$ cat src/rtl/core/ook_switch_code_transmitter_assert.svh
// ----------------------------------------------------------------------------
// OOK switch code transmitter assertion macros
// Concurrent assertion wrappers for the transmitter RTL; compiled out when
// NO_ASSERTIONS is defined.
// ----------------------------------------------------------------------------
`ifndef OOK_SWITCH_CODE_TRANSMITTER_ASSERT_SVH
`define OOK_SWITCH_CODE_TRANSMITTER_ASSERT_SVH

`ifndef NO_ASSERTIONS

// Same-cycle implication, sampled on clock, off during reset
`define OOK_SCT_ASSERT_IMPL(label, ante, cons) \
   label: assert property (@(posedge clock) disable iff (reset) (ante) |-> (cons)) \
      else $error("ook_switch_code_transmitter: same-cycle check failed");

// Next-cycle implication, sampled on clock, off during reset
`define OOK_SCT_ASSERT_NEXT(label, ante, cons) \
   label: assert property (@(posedge clock) disable iff (reset) (ante) |=> (cons)) \
      else $error("ook_switch_code_transmitter: next-cycle check failed");

`else

`define OOK_SCT_ASSERT_IMPL(label, ante, cons)
`define OOK_SCT_ASSERT_NEXT(label, ante, cons)

`endif

`endif

$ cat src/rtl/core/ook_sct_pkg.sv
// ----------------------------------------------------------------------------
// OOK switch code transmitter package
// Shared widths, codes, constants and types of the transmitter.
// ----------------------------------------------------------------------------
`timescale 1ns / 1ps

package ook_sct_pkg;

   // Field and register widths
   localparam int BIT_TIME_W  = 10;
   localparam int CAL_W       = 9;
   localparam int PREFIX_W    = 8;
   localparam int CMD_W       = 4;
   localparam int FRAME_LEN   = 12;
   localparam int FRAME_IDX_W = 4;
   localparam int REM_W       = 16;
   localparam int RPT_W       = 3;
   localparam int UNIT_W      = 11;
   localparam int CSR_IDX_W   = 2;

   // Pulse multipliers
   localparam int LONG_FACTOR = 3;
   localparam int SYNC_FACTOR = 31;

   // Defaults
   localparam int REPEATS_DEF = 4;
   localparam logic [BIT_TIME_W-1:0] BIT_TIME_RST = 10'd350;

   // Front to back queue depth
   localparam int Q_DEPTH = 2;

   // Transaction kinds
   localparam logic KIND_START = 1'b0;
   localparam logic KIND_TICK  = 1'b1;

   // Register indexes
   localparam logic [CSR_IDX_W-1:0] CSR_BIT_TIME = 2'd0;
   localparam logic [CSR_IDX_W-1:0] CSR_CAL_ON   = 2'd1;
   localparam logic [CSR_IDX_W-1:0] CSR_CAL_OFF  = 2'd2;

   typedef struct packed {
      logic [BIT_TIME_W-1:0] bit_time;
      logic [CAL_W-1:0]      cal_on;
      logic [CAL_W-1:0]      cal_off;
   } cfg_type;

   typedef struct packed {
      logic                 kind;
      logic [FRAME_LEN-1:0] frame;
   } q_entry_type;

   typedef struct packed {
      logic full;
      logic not_empty;
   } q_status_type;

endpackage

$ cat src/rtl/core/ook_sct_front.sv
// ----------------------------------------------------------------------------
// OOK switch code transmitter front end
// Accepts request transactions, classifies them and builds the frame word
// for starts before they enter the queue.
// ----------------------------------------------------------------------------
`timescale 1ns / 1ps

module ook_sct_front (
   input  logic                               req_valid,
   output logic                               req_ready,
   input  logic                               req_kind,
   input  logic [ook_sct_pkg::PREFIX_W-1:0]   req_prefix,
   input  logic [ook_sct_pkg::CMD_W-1:0]      req_command,
   input  ook_sct_pkg::q_status_type          q_status,
   output logic                               q_push,
   output ook_sct_pkg::q_entry_type           q_entry
);
   import ook_sct_pkg::*;

   logic [PREFIX_W-1:0] prefix_rev;

   // Take a transaction whenever the queue has room
   assign req_ready = !q_status.full;
   assign q_push    = req_valid && req_ready;

   // Reverse the prefix bit order within each nibble
   assign prefix_rev = {req_prefix[4], req_prefix[5], req_prefix[6], req_prefix[7],
                        req_prefix[0], req_prefix[1], req_prefix[2], req_prefix[3]};

   // Build the queue entry; ticks carry no frame
   always_comb begin
      q_entry.kind = req_kind;
      unique case (req_kind)
         KIND_START: q_entry.frame = {prefix_rev, req_command};
         default:    q_entry.frame = '0;
      endcase
   end

endmodule

$ cat src/rtl/core/ook_sct_queue.sv
// ----------------------------------------------------------------------------
// OOK switch code transmitter queue
// Short FIFO that decouples the front end from the waveform engine.
// ----------------------------------------------------------------------------
`timescale 1ns / 1ps

module ook_sct_queue (
   input  logic                      clock,
   input  logic                      reset,
   input  logic                      push,
   input  ook_sct_pkg::q_entry_type  push_entry,
   input  logic                      pop,
   output ook_sct_pkg::q_entry_type  pop_entry,
   output ook_sct_pkg::q_status_type status
);
   import ook_sct_pkg::*;

   localparam int PTR_W = (Q_DEPTH > 1) ? $clog2(Q_DEPTH) : 1;
   localparam int CNT_W = $clog2(Q_DEPTH + 1);

   q_entry_type             entry_ff [Q_DEPTH];
   logic [PTR_W-1:0]        wr_ptr_ff, wr_ptr_in;
   logic [PTR_W-1:0]        rd_ptr_ff, rd_ptr_in;
   logic [CNT_W-1:0]        count_ff, count_in;

   // Advance pointers with wrap at the depth
   always_comb begin
      wr_ptr_in = wr_ptr_ff;
      rd_ptr_in = rd_ptr_ff;
      if (push) begin
         wr_ptr_in = (wr_ptr_ff == PTR_W'(Q_DEPTH - 1)) ? '0 : wr_ptr_ff + 1'b1;
      end
      if (pop) begin
         rd_ptr_in = (rd_ptr_ff == PTR_W'(Q_DEPTH - 1)) ? '0 : rd_ptr_ff + 1'b1;
      end
   end

   // Track fill level
   always_comb begin
      unique case ({push, pop})
         2'b10:   count_in = count_ff + 1'b1;
         2'b01:   count_in = count_ff - 1'b1;
         default: count_in = count_ff;
      endcase
   end

   always_ff @(posedge clock) begin
      if (reset) begin
         wr_ptr_ff <= '0;
         rd_ptr_ff <= '0;
         count_ff  <= '0;
      end else begin
         wr_ptr_ff <= wr_ptr_in;
         rd_ptr_ff <= rd_ptr_in;
         count_ff  <= count_in;
      end
   end

   // Store entries
   always_ff @(posedge clock) begin
      if (push) begin
         entry_ff[wr_ptr_ff] <= push_entry;
      end
   end

   assign pop_entry        = entry_ff[rd_ptr_ff];
   assign status.full      = (count_ff == CNT_W'(Q_DEPTH));
   assign status.not_empty = (count_ff != '0);

endmodule

$ cat src/rtl/core/ook_sct_engine.sv
// ----------------------------------------------------------------------------
// OOK switch code transmitter waveform engine
// Pops one transaction per cycle while the response slot is free, steps
// the pulse sequencer and registers the response.
// ----------------------------------------------------------------------------
`timescale 1ns / 1ps

module ook_sct_engine #(
   parameter int REPEATS = ook_sct_pkg::REPEATS_DEF
) (
   input  logic                      clock,
   input  logic                      reset,
   input  ook_sct_pkg::cfg_type      cfg,
   input  ook_sct_pkg::q_status_type q_status,
   input  ook_sct_pkg::q_entry_type  q_entry,
   output logic                      q_pop,
   output logic                      rsp_valid,
   input  logic                      rsp_ready,
   output logic                      rsp_pin_level,
   output logic                      rsp_busy_res,
   output logic                      rsp_done_res
);
   import ook_sct_pkg::*;

   // Sequencer state
   logic [FRAME_LEN-1:0]   frame_ff, frame_in;
   logic [RPT_W-1:0]       repeat_ff, repeat_in;
   logic [FRAME_IDX_W-1:0] bit_idx_ff, bit_idx_in;
   logic                   second_ff, second_in;
   logic                   high_ff, high_in;
   logic                   sync_ff, sync_in;
   logic [REM_W-1:0]       rem_ff, rem_in;
   logic                   active_ff, active_in;

   // Response register
   logic                   rsp_valid_ff, rsp_valid_in;
   logic                   pin_ff, busy_ff, done_ff;

   logic                   advance;
   logic                   done_now;
   logic                   load_high, load_low;
   logic [RPT_W-1:0]       repeat_inc;
   logic [FRAME_IDX_W-1:0] bit_idx_inc;
   logic [FRAME_IDX_W-1:0] frame_sel;
   logic                   cur_bit, long_high;
   logic [UNIT_W-1:0]      u_on, u_off;
   logic [REM_W-1:0]       on_short, on_long, off_short, off_long, off_sync;

   // Clamp base plus calibration to at least one tick
   function automatic logic [UNIT_W-1:0] unit_of(input logic [BIT_TIME_W-1:0] base,
                                                 input logic [CAL_W-1:0] cal);
      logic signed [UNIT_W:0] sum;
      sum = $signed({2'b00, base}) + $signed({{(UNIT_W + 1 - CAL_W){cal[CAL_W-1]}}, cal});
      if (sum[UNIT_W] || (sum == '0)) begin
         return UNIT_W'(1);
      end
      return sum[UNIT_W-1:0];
   endfunction

   // Consume a queued transaction when the response slot frees up
   assign advance      = q_status.not_empty && (!rsp_valid_ff || rsp_ready);
   assign q_pop        = advance;
   assign rsp_valid_in = advance || (rsp_valid_ff && !rsp_ready);

   // Pulse units and durations
   assign u_on      = unit_of(cfg.bit_time, cfg.cal_on);
   assign u_off     = unit_of(cfg.bit_time, cfg.cal_off);
   assign on_short  = REM_W'(u_on);
   assign on_long   = REM_W'(u_on) * REM_W'(LONG_FACTOR);
   assign off_short = REM_W'(u_off);
   assign off_long  = REM_W'(u_off) * REM_W'(LONG_FACTOR);
   assign off_sync  = REM_W'(u_off) * REM_W'(SYNC_FACTOR);

   assign repeat_inc  = repeat_ff + 1'b1;
   assign bit_idx_inc = bit_idx_ff + 1'b1;

   // Step the sequencer for one transaction
   always_comb begin
      frame_in   = frame_ff;
      repeat_in  = repeat_ff;
      bit_idx_in = bit_idx_ff;
      second_in  = second_ff;
      high_in    = high_ff;
      sync_in    = sync_ff;
      rem_in     = rem_ff;
      active_in  = active_ff;
      done_now   = 1'b0;
      load_high  = 1'b0;
      load_low   = 1'b0;
      if (q_entry.kind == KIND_START) begin
         if (!active_ff) begin
            frame_in   = q_entry.frame;
            repeat_in  = '0;
            bit_idx_in = '0;
            second_in  = 1'b0;
            sync_in    = 1'b0;
            active_in  = 1'b1;
            load_high  = 1'b1;
         end
      end else if (active_ff) begin
         priority if (rem_ff > REM_W'(1)) begin
            rem_in = rem_ff - 1'b1;
         end else if (high_ff) begin
            load_low = 1'b1;
         end else if (sync_ff) begin
            repeat_in = repeat_inc;
            if (repeat_inc >= RPT_W'(REPEATS)) begin
               active_in = 1'b0;
               high_in   = 1'b0;
               sync_in   = 1'b0;
               rem_in    = '0;
               done_now  = 1'b1;
            end else begin
               sync_in    = 1'b0;
               bit_idx_in = '0;
               second_in  = 1'b0;
               load_high  = 1'b1;
            end
         end else if (!second_ff) begin
            second_in = 1'b1;
            load_high = 1'b1;
         end else begin
            second_in  = 1'b0;
            bit_idx_in = bit_idx_inc;
            if (bit_idx_inc >= FRAME_IDX_W'(FRAME_LEN)) begin
               sync_in = 1'b1;
            end
            load_high = 1'b1;
         end
      end

      // Pick the frame bit of the pulse about to start
      frame_sel = FRAME_IDX_W'(FRAME_LEN - 1) - bit_idx_in;
      cur_bit   = (bit_idx_in < FRAME_IDX_W'(FRAME_LEN)) ? frame_in[frame_sel] : 1'b0;
      long_high = !sync_in && second_in && cur_bit;

      // Load the next phase duration
      if (load_high) begin
         high_in = 1'b1;
         rem_in  = long_high ? on_long : on_short;
      end else if (load_low) begin
         high_in = 1'b0;
         if (sync_in) begin
            rem_in = off_sync;
         end else if (long_high) begin
            rem_in = off_short;
         end else begin
            rem_in = off_long;
         end
      end
   end

   always_ff @(posedge clock) begin
      if (reset) begin
         repeat_ff    <= '0;
         bit_idx_ff   <= '0;
         second_ff    <= 1'b0;
         high_ff      <= 1'b0;
         sync_ff      <= 1'b0;
         rem_ff       <= '0;
         active_ff    <= 1'b0;
         rsp_valid_ff <= 1'b0;
      end else begin
         rsp_valid_ff <= rsp_valid_in;
         if (advance) begin
            repeat_ff  <= repeat_in;
            bit_idx_ff <= bit_idx_in;
            second_ff  <= second_in;
            high_ff    <= high_in;
            sync_ff    <= sync_in;
            rem_ff     <= rem_in;
            active_ff  <= active_in;
         end
      end
   end

   // Hold frame and response payload
   always_ff @(posedge clock) begin
      if (advance) begin
         frame_ff <= frame_in;
         pin_ff   <= active_in && high_in;
         busy_ff  <= active_in;
         done_ff  <= done_now;
      end
   end

   assign rsp_valid     = rsp_valid_ff;
   assign rsp_pin_level = pin_ff;
   assign rsp_busy_res  = busy_ff;
   assign rsp_done_res  = done_ff;

endmodule

$ cat src/rtl/core/ook_switch_code_transmitter.sv
// ----------------------------------------------------------------------------
// OOK switch code transmitter
// Path: an accepted request transaction is written into the queue, and its
// response is then held in the engine's response register.
// Throughput: one transaction per cycle while responses are not stalled.
// Reset: synchronous; clears sequencer and queue, registers take defaults.
// ----------------------------------------------------------------------------
`timescale 1ns / 1ps

`include "ook_switch_code_transmitter_assert.svh"

module ook_switch_code_transmitter #(
   parameter int REPEATS = ook_sct_pkg::REPEATS_DEF
) (
   input  logic                                 clock,
   input  logic                                 reset,
   input  logic                                 csr_wr_en,
   input  logic [ook_sct_pkg::CSR_IDX_W-1:0]    csr_index,
   input  logic [ook_sct_pkg::BIT_TIME_W-1:0]   csr_wdata,
   input  logic                                 req_valid,
   output logic                                 req_ready,
   input  logic                                 req_kind,
   input  logic [ook_sct_pkg::PREFIX_W-1:0]     req_prefix,
   input  logic [ook_sct_pkg::CMD_W-1:0]        req_command,
   output logic                                 rsp_valid,
   input  logic                                 rsp_ready,
   output logic                                 rsp_pin_level,
   output logic                                 rsp_busy_res,
   output logic                                 rsp_done_res
);
   import ook_sct_pkg::*;

   cfg_type      cfg_ff, cfg_in;
   q_status_type q_status;
   q_entry_type  push_entry, pop_entry;
   logic         q_push, q_pop;

   // Decode register writes
   always_comb begin
      cfg_in = cfg_ff;
      if (csr_wr_en) begin
         unique case (csr_index)
            CSR_BIT_TIME: cfg_in.bit_time = csr_wdata;
            CSR_CAL_ON:   cfg_in.cal_on   = csr_wdata[CAL_W-1:0];
            CSR_CAL_OFF:  cfg_in.cal_off  = csr_wdata[CAL_W-1:0];
            default:      cfg_in = cfg_ff;
         endcase
      end
   end

   always_ff @(posedge clock) begin
      if (reset) begin
         cfg_ff.bit_time <= BIT_TIME_RST;
         cfg_ff.cal_on   <= '0;
         cfg_ff.cal_off  <= '0;
      end else begin
         cfg_ff <= cfg_in;
      end
   end

   ook_sct_front u_front (
      .req_valid   (req_valid),
      .req_ready   (req_ready),
      .req_kind    (req_kind),
      .req_prefix  (req_prefix),
      .req_command (req_command),
      .q_status    (q_status),
      .q_push      (q_push),
      .q_entry     (push_entry)
   );

   ook_sct_queue u_queue (
      .clock      (clock),
      .reset      (reset),
      .push       (q_push),
      .push_entry (push_entry),
      .pop        (q_pop),
      .pop_entry  (pop_entry),
      .status     (q_status)
   );

   ook_sct_engine #(
      .REPEATS (REPEATS)
   ) u_engine (
      .clock         (clock),
      .reset         (reset),
      .cfg           (cfg_ff),
      .q_status      (q_status),
      .q_entry       (pop_entry),
      .q_pop         (q_pop),
      .rsp_valid     (rsp_valid),
      .rsp_ready     (rsp_ready),
      .rsp_pin_level (rsp_pin_level),
      .rsp_busy_res  (rsp_busy_res),
      .rsp_done_res  (rsp_done_res)
   );

   // Accepted transaction is in the queue on the next cycle
   `OOK_SCT_ASSERT_NEXT(a_push_lands, req_valid && req_ready, q_status.not_empty)
   // Final tick ends the transmission with the carrier off
   `OOK_SCT_ASSERT_IMPL(a_done_idle, rsp_valid && rsp_done_res, !rsp_busy_res && !rsp_pin_level)
   // Carrier is keyed only during a transmission
   `OOK_SCT_ASSERT_IMPL(a_pin_busy, rsp_valid && rsp_pin_level, rsp_busy_res)

endmodule

$ cat config.mk
export PLATFORM = sky130hd
export DESIGN_NAME = ook_switch_code_transmitter
export DESIGN_NICKNAME = d
export VERILOG_FILES = /design/src/rtl/core/ook_sct_pkg.sv /design/src/rtl/core/ook_sct_front.sv /design/src/rtl/core/ook_sct_queue.sv /design/src/rtl/core/ook_sct_engine.sv /design/src/rtl/core/ook_switch_code_transmitter.sv
export VERILOG_INCLUDE_DIRS = /design/src /design/src/rtl/core
export SDC_FILE = /design/constraint.sdc
export NUM_CORES = 1
export LEC_CHECK = 0
export BUFFER_PORTS_ARGS = -buffer_cell sky130_fd_sc_hd__buf_2
export CORE_UTILIZATION = 55
export CTS_CLUSTER_SIZE = 16
export DETAILED_ROUTE_END_ITERATION = 8
export PLACE_DENSITY = 0.72
export RECOVER_POWER = 50
export SETUP_SLACK_MARGIN = 0.05
export SYNTH_ARGS = -nofsm -noshare
export SYNTH_HDL_FRONTEND = slang
export SYNTH_SLANG_ARGS = --single-unit
$ cat constraint.sdc
create_clock -name clock -period 16.45 [get_ports clock]
set_input_delay 3.29 -clock clock [delete_from_list [all_inputs] [get_ports clock]]
set_output_delay 3.29 -clock clock [all_outputs]
set_load 0.01 [all_outputs]
## Yosys cells after proc, flatten, opt, wreduce, memory -nomap -nowiden

Memories as Yosys holds them, arrays and structs flattened. A register that Yosys moved wholly into a read port is not among the register bits.
Index checks and enable logic that the tools add are counted.

- Add/subtract/negate cells: 10
- Multipliers: 3
- Div/mod/pow operators: 0
- $lt $le $gt $ge: 5
- Eq/ne operators: 11
- Shifts and indexed selects: 0
- Muxes and demuxes: 81
- Bitwise operators: 3
- Reductions and logical operators: 29

Operators by type and width:

| cell | number |
|---|---|
| $mux W16 | 9 |
| $mux W1 | 47 |
| $mux W11 | 4 |
| $mux W12 | 3 |
| $mux W4 | 8 |
| $mul A11 B2 Y13 const B | 2 |
| $mux W13 | 2 |
| $add A11 B9 Y12 | 2 |
| $logic_not A12 Y1 | 2 |
| $mux W3 | 6 |
| $gt A16 B1 Y1 const B | 1 |
| $mul A11 B5 Y16 const B | 1 |
| $sub A16 B1 Y16 const B | 1 |
| $reduce_and A6 Y1 | 2 |
| $ne A2 B2 Y1 const B | 4 |
| $reduce_bool A4 Y1 | 2 |
| $eq A2 B2 Y1 const B | 3 |
| $logic_and A1 B1 Y1 | 6 |
| $reduce_and A2 Y1 | 3 |
| $reduce_bool A3 Y1 | 2 |
| $lt A4 B5 Y1 const B | 1 |
| $reduce_or A5 Y1 | 1 |
| $add A4 B1 Y4 const B | 1 |
| $bmux W1 S4 | 1 |
| other kinds (17) | 28 |

- Register bits after elaboration: 75
- Bits in latches: 0
- RAM bits: 26
- Memory bits (read-only): 0
- Input port bits: 30
- Output and inout port bits: 5
- Logic and storage cells: 161
- Memories kept: 1

Memories:

| name | depth | bits a word | rd ports | clocked after memory_dff | wr ports | line | text |
|---|---|---|---|---|---|---|---|
| u_queue.entry_ff | 2 | 13 | 1 | 1 | 1 | ook_sct_queue.sv:21 | `q_entry_type entry_ff [Q_DEPTH];` |

## Longest topological paths before layout

Gate-level depths: netlist (run 1).

- Depth in word-level cells: 17
- Gate-level depth with buffers: 30
- Mapped depth without buffers: 30

## By module

From an unflattened synthesis (run 1), not the netlist that was laid out.

- Cells, all modules: 1063
- Area, all modules: 9063.7 sq um

Modules (own cells, without submodules):

| module | instances | cells each | area each (sq um) | sequential area each (sq um) |
|---|---|---|---|---|
| ook_sct_engine | 1 | 874 | 6611.3 | 1011.0 |
| ook_switch_code_transmitter | 1 | 111 | 1168.6 | 560.5 |
| ook_sct_queue | 1 | 62 | 1139.8 | 880.8 |
| ook_sct_front | 1 | 16 | 143.9 | 0.0 |

## Worst setup path after synthesis (run 1)

No wires, ideal clock.

- Path type: register to register
- Start point: reg cfg_ff[18] in the netlist's numbering
- End point: reg u_engine.rem_ff[12]
- Library setup time: 0.132 ns
- Data arrival time: 6.669 ns
- Required time: 16.318 ns
- Slack: 9.648 ns
- Cell stages (with the launch flop): 31
- Path buffers: 0
- Period minus slack after synthesis: 6.802 ns
- Path through: dfxtp_1 > ha_1 > inv_1 > fa_1 > nor2b_1 > o31a_1 > o31a_1 > o21ai_0 > a211o_1 > a21oi_1 > nor2_1 > nor2_1 > inv_1 > fa_1 > inv_1 > fa_1 > inv_1 > fa_1 > inv_1 > ha_1 > a21o_1 > a21o_1 > a21oi_1 > o21ai_0 > a21oi_1 > o21bai_1 > a21oi_1 > xnor2_1 > a22o_1 > a22oi_1 > a21oi_1

- Word-level cells in the longest chain between the ends: 10
- Elaborated cells on any way between the ends: 18
- Those cells by class: 2 x add/sub; 3 x mul; 9 x mux; 4 x reduce/logical

Ends and longest elaborated chain:

| item | line | text |
|---|---|---|
| from (decl) | ook_switch_code_transmitter.sv:33 | `cfg_type cfg_ff, cfg_in;` |
| from (signal assigned) | ook_switch_code_transmitter.sv:57 | `cfg_ff <= cfg_in;` |
| $add A11 B9 Y12 | ook_sct_engine.sv:53 | `sum = $signed({2'b00, base}) + $signed({{(UNIT_W + 1 - CAL_W){cal[CAL_W-1]}}, cal});` |
| $logic_not A12 Y1 | ook_sct_engine.sv:54 | `if (sum[UNIT_W] \|\| (sum == '0)) begin` |
| $logic_or A1 B1 Y1 | ook_sct_engine.sv:54 |  |
| $mux W1 | ook_sct_engine.sv:54 |  |
| $mux W11 | ook_sct_engine.sv:57 | `return sum[UNIT_W-1:0];` |
| $mul A11 B2 Y13 | ook_sct_engine.sv:71 | `assign off_long = REM_W'(u_off) * REM_W'(LONG_FACTOR);` |
| $mux W13 | ook_sct_engine.sv:145 | `end else if (long_high) begin` |
| $mux W16 | ook_sct_engine.sv:143 | `if (sync_in) begin` |
| $mux W16 | ook_sct_engine.sv:141 | `end else if (load_low) begin` |
| $mux W16 * | ook_sct_engine.sv:138 | `if (load_high) begin` |
| to (signal assigned) | ook_sct_engine.sv:171 | `rem_ff <= rem_in;` |
| to (decl) | ook_sct_engine.sv:32 | `logic [REM_W-1:0] rem_ff, rem_in;` |

Mark *: on every way between the ends. The rest lies on a longest branch, timed or not.
A chain may end at the register's enable or synchronous reset.

## Worst setup path after layout (run 1)

- Start point: reg cfg_ff[18] in the netlist's numbering
- End point: reg u_engine.rem_ff[15]

- Word-level cells in the longest chain between the ends: 9

Ends and longest elaborated chain:

| item | line | text |
|---|---|---|
| $add A11 B9 Y12 * | ook_sct_engine.sv:53 |  |
| $logic_not A12 Y1 | ook_sct_engine.sv:54 |  |
| $logic_or A1 B1 Y1 | ook_sct_engine.sv:54 |  |
| $mux W1 | ook_sct_engine.sv:54 |  |
| $mux W11 * | ook_sct_engine.sv:57 |  |
| $mul A11 B5 Y16 * | ook_sct_engine.sv:72 | `assign off_sync = REM_W'(u_off) * REM_W'(SYNC_FACTOR);` |
| $mux W16 * | ook_sct_engine.sv:143 |  |
| $mux W16 * | ook_sct_engine.sv:141 |  |
| $mux W16 * | ook_sct_engine.sv:138 |  |

Marks and branches as above.

==> results of run 1 <==
sequential cells by signal, summed over array words and instances, names as in the netlist, named ones only:
| name | count |
|---|---|
| cfg_ff | 28 |
| u_engine.active_ff | 1 |
| u_engine.bit_idx_ff | 4 |
| u_engine.frame_ff | 12 |
| u_engine.high_ff | 1 |
| u_engine.rem_ff | 16 |
| u_engine.repeat_ff | 3 |
| u_engine.rsp_busy_res | 1 |
| u_engine.rsp_done_res | 1 |
| u_engine.rsp_pin_level | 1 |
| u_engine.rsp_valid | 1 |
| u_engine.second_ff | 1 |
| u_engine.sync_ff | 1 |
| u_queue.count_ff | 2 |
| u_queue.entry_ff | 26 |
| u_queue.rd_ptr_ff | 1 |
| u_queue.wr_ptr_ff | 1 |
synthesized netlist by cell type (all sizes together), types with 3 or more instances:
cell type	instances	area, um^2
nor2	101	379
inv	85	319
ha	71	888
a21oi	64	320
nand2	64	240
dfxtp	61	1220
o21ai	55	275
mux2i	43	430
edfxtp	41	1230
xnor2	32	280
nor2b	31	194
fa	30	601
clkbuf	25	93.8
nor3	25	135
xor2	20	175
nand3	18	90.1
a21o	17	128
nand2b	15	93.8
o21a	14	105
a31oi	12	75.1
a211o	10	87.6
nor4	10	62.6
or3	9	56.3
a211oi	8	60.1
and3	8	50.1
o21bai	7	56.3
o31ai	7	52.6
a22oi	6	50.1
mux2	6	71.3
o22ai	6	37.5
or4	6	52.6
or2	5	31.3
a2111oi	4	36.3
a221oi	4	41.3
buf	4	37.5
nand3b	4	30.0
o211ai	4	30.0
a21boi	3	22.5
and2	3	18.8
nor3b	3	22.5
o31a	3	26.3
cell type report:
cell class / count / area (um^2) / area share
timing repair buffer: 42 / 209 / 0.0231
tap: 184 / 230 / 0.0255
sequential: 102 / 2450 / 0.271
clock buffer: 10 / 229 / 0.0253
inverter: 85 / 319 / 0.0353
clock inverter: 6 / 55.1 / 0.00609
multi-input combinational: 754 / 5550 / 0.614
worst paths after layout:
check,to,slack (ns),cells after the start
hold / removal,u_engine.repeat_ff[2],0.49,2
setup / recovery,u_engine.rem_ff[15],9.47,30
setup reg to reg,u_engine.rem_ff[15],9.47,30
hold reg to reg,u_engine.repeat_ff[2],0.49,2
power groups by stage:
stage / sequential (uW) / combinational (uW) / clock (uW)
finish: 388 / 1020 / 211
global route: 397 / 1140 / 221
detailed placement: 391 / 1010 / 0
floorplan: 371 / 797 / 0
global placement: 389 / 986 / 0
CTS: 386 / 1010 / 212
metal layers:
metal,global-route usage,routed length [um],vias to the layer above
met4,0.0893,362,0
met1,0.390,9870,3302
met3,0.0336,1150,23
li1,-,-,3499
met2,0.424,8710,216
met5,0,0,-
cells by family (layout without fill, tap and decap cells):
family / after synthesis / after routing / synth area share
compound gates: 244 / 244 / 0.189
xor+xnor: 52 / 52 / 0.0539
fa+ha+maj: 101 / 101 / 0.176
buf+inv: 114 / 143 / 0.0533
flops: 102 / 102 / 0.290
mux: 49 / 49 / 0.0593
simple gates: 308 / 308 / 0.178
stage by stage:
| stage | instances | hold WS, ns |
|---|---|---|
| 4_1_cts | 1183 | 0.498 |
| 5_1_grt | 1183 | 0.535 |
| 3_3_place_gp | 1167 | 0.472 |
| 6_report | 1183 | 0.495 |
| 2_1_floorplan | 970 | 0.458 |
| 3_5_place_dp | 1167 | 0.486 |
worst reg2reg max path: cells and delay by family (launching register included):
kind	cells	cell delay, ns
flip-flops	1	0.39
buffers and inverters	6	0.63
adder cells (fa/ha/maj)	6	2.47
AND/OR/NAND/NOR	3	0.63
AO/OA/AOI/OAI	14	2.50
XOR/XNOR	1	0.14
==> results.json, run 1 <==
{
  "status": "finished with violations",
  "violations": "capacitance limit, slew limit",
  "die_w_um": 126,
  "max_freq_mhz": 143,
  "initialDrtViolationCount": 494,
  "internal-power_uw": 845,
  "finClkSkew_ns": 0.00824,
  "worstSetupPathType": "reg2reg",
  "required_ns": 16.58,
  "synth_top_flop_cell": "dfxtp_1",
  "place_area_um2": 8790,
  "cts_tree": "built",
  "power_frac_clock": 0.130,
  "wirelength_mm": 20.1,
  "avgSynthCellArea_um2": 8.72,
  "wl_per_cell_um": 17.0,
  "yosysSeqAreaShare": 0.290,
  "synth_edf_count": 41,
  "portBuffers": 34,
  "vias_per_cell": 5.95,
  "nNetsFinal": 1125,
  "start_util": 0.573,
  "drc": 0,
  "final_common_cell": "nor2_1",
  "critical-path-top-delay-family": "compound AO/OA/AOI/OAI gates",
  "tightest_slew_ns": 3.06,
  "rsz0062_at_grt": "no",
  "cts_resized": 0,
  "grtUsageTotal": 0.271,
  "yosys_warnings": 0,
  "cts_made_buffers": 9,
  "relSlewSlack": -1.04,
  "first_pass_iters": 5,
  "clkSinkCount": 102,
  "start_kind": "flip-flop",
  "gr-total-overflow": 0,
  "ir_drop_v": 0.000119,
  "slowest_delay_ns": 0.55,
  "syn-cell-area_um2": 8450,
  "place_congestion": 0.889,
  "power_per_cell_area_nw_per_um2": 179,
  "finalSetupViolations": 0,
  "hold_path.class": "reg2reg",
  "fin_setup_tns_ns": 0,
  "die_h_um": 126,
  "cp-startpoint": "cfg_ff[18]",
  "cts-htree-levels": 3,
  "worst-path-buf-inv": 6,
  "fin_ws_ns": 9.47,
  "synth_nets": 1101,
  "coreArea_um2": 14800,
  "postLayoutCellArea_um2": 9040,
  "pre_cts_slack_ns": 9.57,
  "clk_pin_slew_ns": 0.07,
  "io_pins": 35,
  "clkLatencyLatePin_ns": 0.37,
  "antenna_cells": 0,
  "layout_common_cells": "nor2_1 (101), inv_1 (84), ha_1 (71), nand2_1 (64), a21oi_1 (64)",
  "clockBufferDepth": 2,
  "cp-end-kind": "flip-flop",
  "postCtsSetupBuffers": 0,
  "grt_pass1_wl_mm": 34.4,
  "hpwl_mm": 15.3,
  "die-area_um2": 15900,
  "cp.arrival_ns": 7.11,
  "path_common_cell": "inv_1",
  "area_growth_pct": 6.96,
  "syn_inst": 970,
  "grt_pass1_vias": 6912,
  "swShare": 0.477,
  "synth_cell_types": 73,
  "vias": 7040,
  "period_share": 0.424,
  "slowest_stage": "fa_1",
  "worstPathMaxFanout": 11,
  "ant_nets": 0,
  "grt_max_degree": 67,
  "seqPwrFrac": 0.240,
  "std_cell_rows": 44,
  "ctsHoldBuffers": 0,
  "hp-start": "u_engine.repeat_ff[2]",
  "num-fill-cells": 1332,
  "drv_cap": 2,
  "async_flop_share": 0,
  "p_switching_uw": 771,
  "reg2reg_from": "cfg_ff[18]",
  "total_power_uw": 1620,
  "synth-seq-cells": 102,
  "finalCoreUtilization": 0.613,
  "finalHoldViolCount": 0,
  "slew_viol_final": 96,
  "antenna_found_initial": 0,
  "final_layout_size_suffix_gt1_frac": 0.0681,
  "fin_crit_ns": 6.98,
  "leakage_uw": 0.00390,
  "clock-root-buffer": "clkbuf_16",
  "power_frac_comb": 0.629
}
Note: power is estimated with default switching activity, not from simulation.
==> run 2, diff against run 1 <==
--- a/config.mk
+++ b/config.mk
@@ -6,6 +6,7 @@
 export SDC_FILE = /design/constraint.sdc
 export NUM_CORES = 1
 export LEC_CHECK = 0
+export ABC_AREA = 1
 export BUFFER_PORTS_ARGS = -buffer_cell sky130_fd_sc_hd__buf_2
 export CORE_UTILIZATION = 55
 export CTS_CLUSTER_SIZE = 16
==> constraint.sdc (replaced) <==
create_clock -name clock -period 7.1 [get_ports clock]
set_input_delay 1.42 -clock clock [delete_from_list [all_inputs] [get_ports clock]]
set_output_delay 1.42 -clock clock [all_outputs]
set_load 0.01 [all_outputs]
==> run 2 against run 1 <==
Effect of this change:
- the flow still finishes with violations (capacitance limit, slew limit)
- clock power grew to 2.5 times the previous value
- first-iteration DRC count increased by 2.4%
- sequential power is 140% higher
- highest routed layer unchanged
- synthesized area rose by 2.1%
- largest cell class unchanged
- maximum frequency is 7.8% higher
- combinational power grew to 3.2 times the previous value
- critical endpoint is now u_engine.rem_ff[14]
- clock-buffer cell count shrank 1
==> results.json, run 2 <==
{
  "drv_cap": 2,
  "vias_per_cell": 5.30,
  "hold_path.class": "reg2reg",
  "async_flop_share": 0,
  "synth_nets": 1312,
  "io_pins": 35,
  "drc": 0,
  "area_growth_pct": 7.78,
  "syn-cell-area_um2": 8630,
  "wirelength_mm": 19.5,
  "portBuffers": 34,
  "avgSynthCellArea_um2": 7.31,
  "layout_common_cells": "nand2_1 (252), inv_1 (186), nor2_1 (99), a21oi_1 (91), nand3_1 (89)",
  "coreArea_um2": 15300,
  "violations": "capacitance limit, slew limit",
  "path_common_cell": "inv_1",
  "initialDrtViolationCount": 506,
  "period_share": 0.911,
  "fin_setup_tns_ns": 0,
  "synth_top_area_share": 0.143,
  "fin_ws_ns": 0.629,
  "ys_top_cells_by_count": "nand2_1 (253), inv_1 (185), nor2_1 (105)",
  "final_layout_size_suffix_gt1_frac": 0.0745,
  "largest_reg_flops": 28,
  "synth_cell_types": 52,
  "tightest_slew_ns": 1.52,
  "clkSinkCount": 102,
  "max_freq_mhz": 155,
  "wl_per_cell_um": 13.7,
  "antenna_found_initial": 0,
  "hpwl_mm": 14.7,
  "relSlewSlack": -0.0164,
  "start_util": 0.566,
  "place_congestion": 0.862,
  "gr-total-overflow": 0,
  "leakage_uw": 0.00449,
  "synth_edf_count": 41,
  "antenna_cells": 0,
  "vias": 7515,
  "ctsHoldBuffers": 0,
  "cts-htree-levels": 3,
  "syn_inst": 1181,
  "ant_nets": 0,
  "final_common_cell": "nand2_1",
  "cp.arrival_ns": 6.64,
  "die_h_um": 127,
  "std_cell_rows": 45,
  "grt_pass1_vias": 7074,
  "pre_cts_slack_ns": 0.528,
  "clock-root-buffer": "clkbuf_16",
  "nNetsFinal": 1334,
  "worstPathMaxFanout": 10,
  "yosys_warnings": 0,
  "finalHoldViolCount": 0,
  "fin_crit_ns": 6.47,
  "status": "finished with violations",
  "start_kind": "flip-flop",
  "slowest_delay_ns": 0.58,
  "synth_top_cells_by_area": "edfxtp_1 (14%), dfxtp_1 (14%), nand2_1 (11%)",
  "clk_pin_slew_ns": 0.08,
  "yosysSeqAreaShare": 0.284,
  "rsz0062_at_grt": "no",
  "largest-register": "cfg_ff",
  "grtUsageTotal": 0.257,
  "synth_top_flop_cell": "dfxtp_1",
  "ir_drop_v": 0.000239,
  "slew_viol_final": 56,
  "cts_made_buffers": 9,
  "postCtsSetupBuffers": 0,
  "cp-end-kind": "flip-flop",
  "die_w_um": 127,
  "clkLatencyLatePin_ns": 0.36,
  "grt_max_degree": 37,
  "slowest_stage": "fa_1",
  "top_regs": "cfg_ff x28, u_queue.entry_ff x26, u_engine.rem_ff x16",
  "die-area_um2": 16200,
  "power_per_cell_area_nw_per_um2": 507,
  "cts_tree": "built",
  "synth.largest_area_cell": "edfxtp_1",
  "finClkSkew_ns": 0.00829,
  "yosysMostFrequentCell": "nand2_1",
  "first_pass_iters": 5,
  "finalSetupViolations": 0,
  "required_ns": 7.27,
  "grt_pass1_wl_mm": 33.4,
  "clockBufferDepth": 2,
  "synth-seq-cells": 102,
  "worstSetupPathType": "reg2reg"
}
[run 2: final timing paths]
check / start / to / slack [ns] / cells past startpoint
worst max-delay path: cfg_ff[18] / u_engine.rem_ff[14] / 0.63 / 32
worst min-delay path: cfg_ff[16] / cfg_ff[16] / 0.45 / 2
worst max register to register: cfg_ff[18] / u_engine.rem_ff[14] / 0.63 / 32
worst min register to register: cfg_ff[16] / cfg_ff[16] / 0.45 / 2
[run 2: logic make-up after synthesis]
group | after synthesis | synth area share
AO/OA/AOI/OAI | 201 | 0.133
XOR/XNOR | 55 | 0.0558
adder cells (fa/ha/maj) | 101 | 0.172
buffers and inverters | 219 | 0.0994
flip-flops | 102 | 0.284
multiplexers | 2 | 0.00232
AND/OR/NAND/NOR | 501 | 0.253
[run 2: final cells by class]
type / instances / area [um^2]
clock buffer: 9 / 225
inverter: 190 / 713
multi-input combinational: 860 / 5360
sequential: 102 / 2450
fill: 1418 / 5950
timing repair buffer: 40 / 195
tap: 211 / 264
clock inverter: 7 / 95.1
[run 2: worst max-delay path, delay by kind of cell (launching register included)]
kind | cells | cell delay [ns]
flip-flops | 1 | 0.37
AO/OA/AOI/OAI | 10 | 1.57
buffers and inverters | 6 | 0.54
XOR/XNOR | 1 | 0.20
AND/OR/NAND/NOR | 9 | 1.13
adder cells (fa/ha/maj) | 6 | 2.46
[run 2: timing repair]
item | 4_1_cts | 5_1_grt
gates resized for setup | 0 | 10
hold endpoints to repair | 0 | 0
setup endpoints to repair | 0 | 3
[run 2: metal layers]
metal	vias to the layer above	track usage	share of wire
met2	181	0.420	0.45
met1	3425	0.354	0.49
met3	22	0.0348	0.040
met5	-	0	0
li1	3887	-	-
met4	0	0.0777	0.017
[run 2: report_power, final]
group          leakage, uW  internal [uW]  switching, uW
combinational      0.00344           1220           2050
sequential        0.000891            793            122
clock             0.000158            285            250
[run 2: metrics by stage]
| step | std cells | hold slack, ns | cell area, um^2 | util | total power [uW] |
|---|---|---|---|---|---|
| CTS | 1419 | 0.457 | 9290 | 0.609 | 4710 |
| detailed placement | 1403 | 0.441 | 8970 | 0.588 | 4160 |
| finish | 1419 | 0.454 | 9310 | 0.610 | 4720 |
| global placement | 1403 | 0.436 | 8970 | 0.588 | 4120 |
| global route | 1419 | 0.484 | 9310 | 0.610 | 5230 |
| floorplan | 1181 | 0.426 | 8630 | - | 3530 |
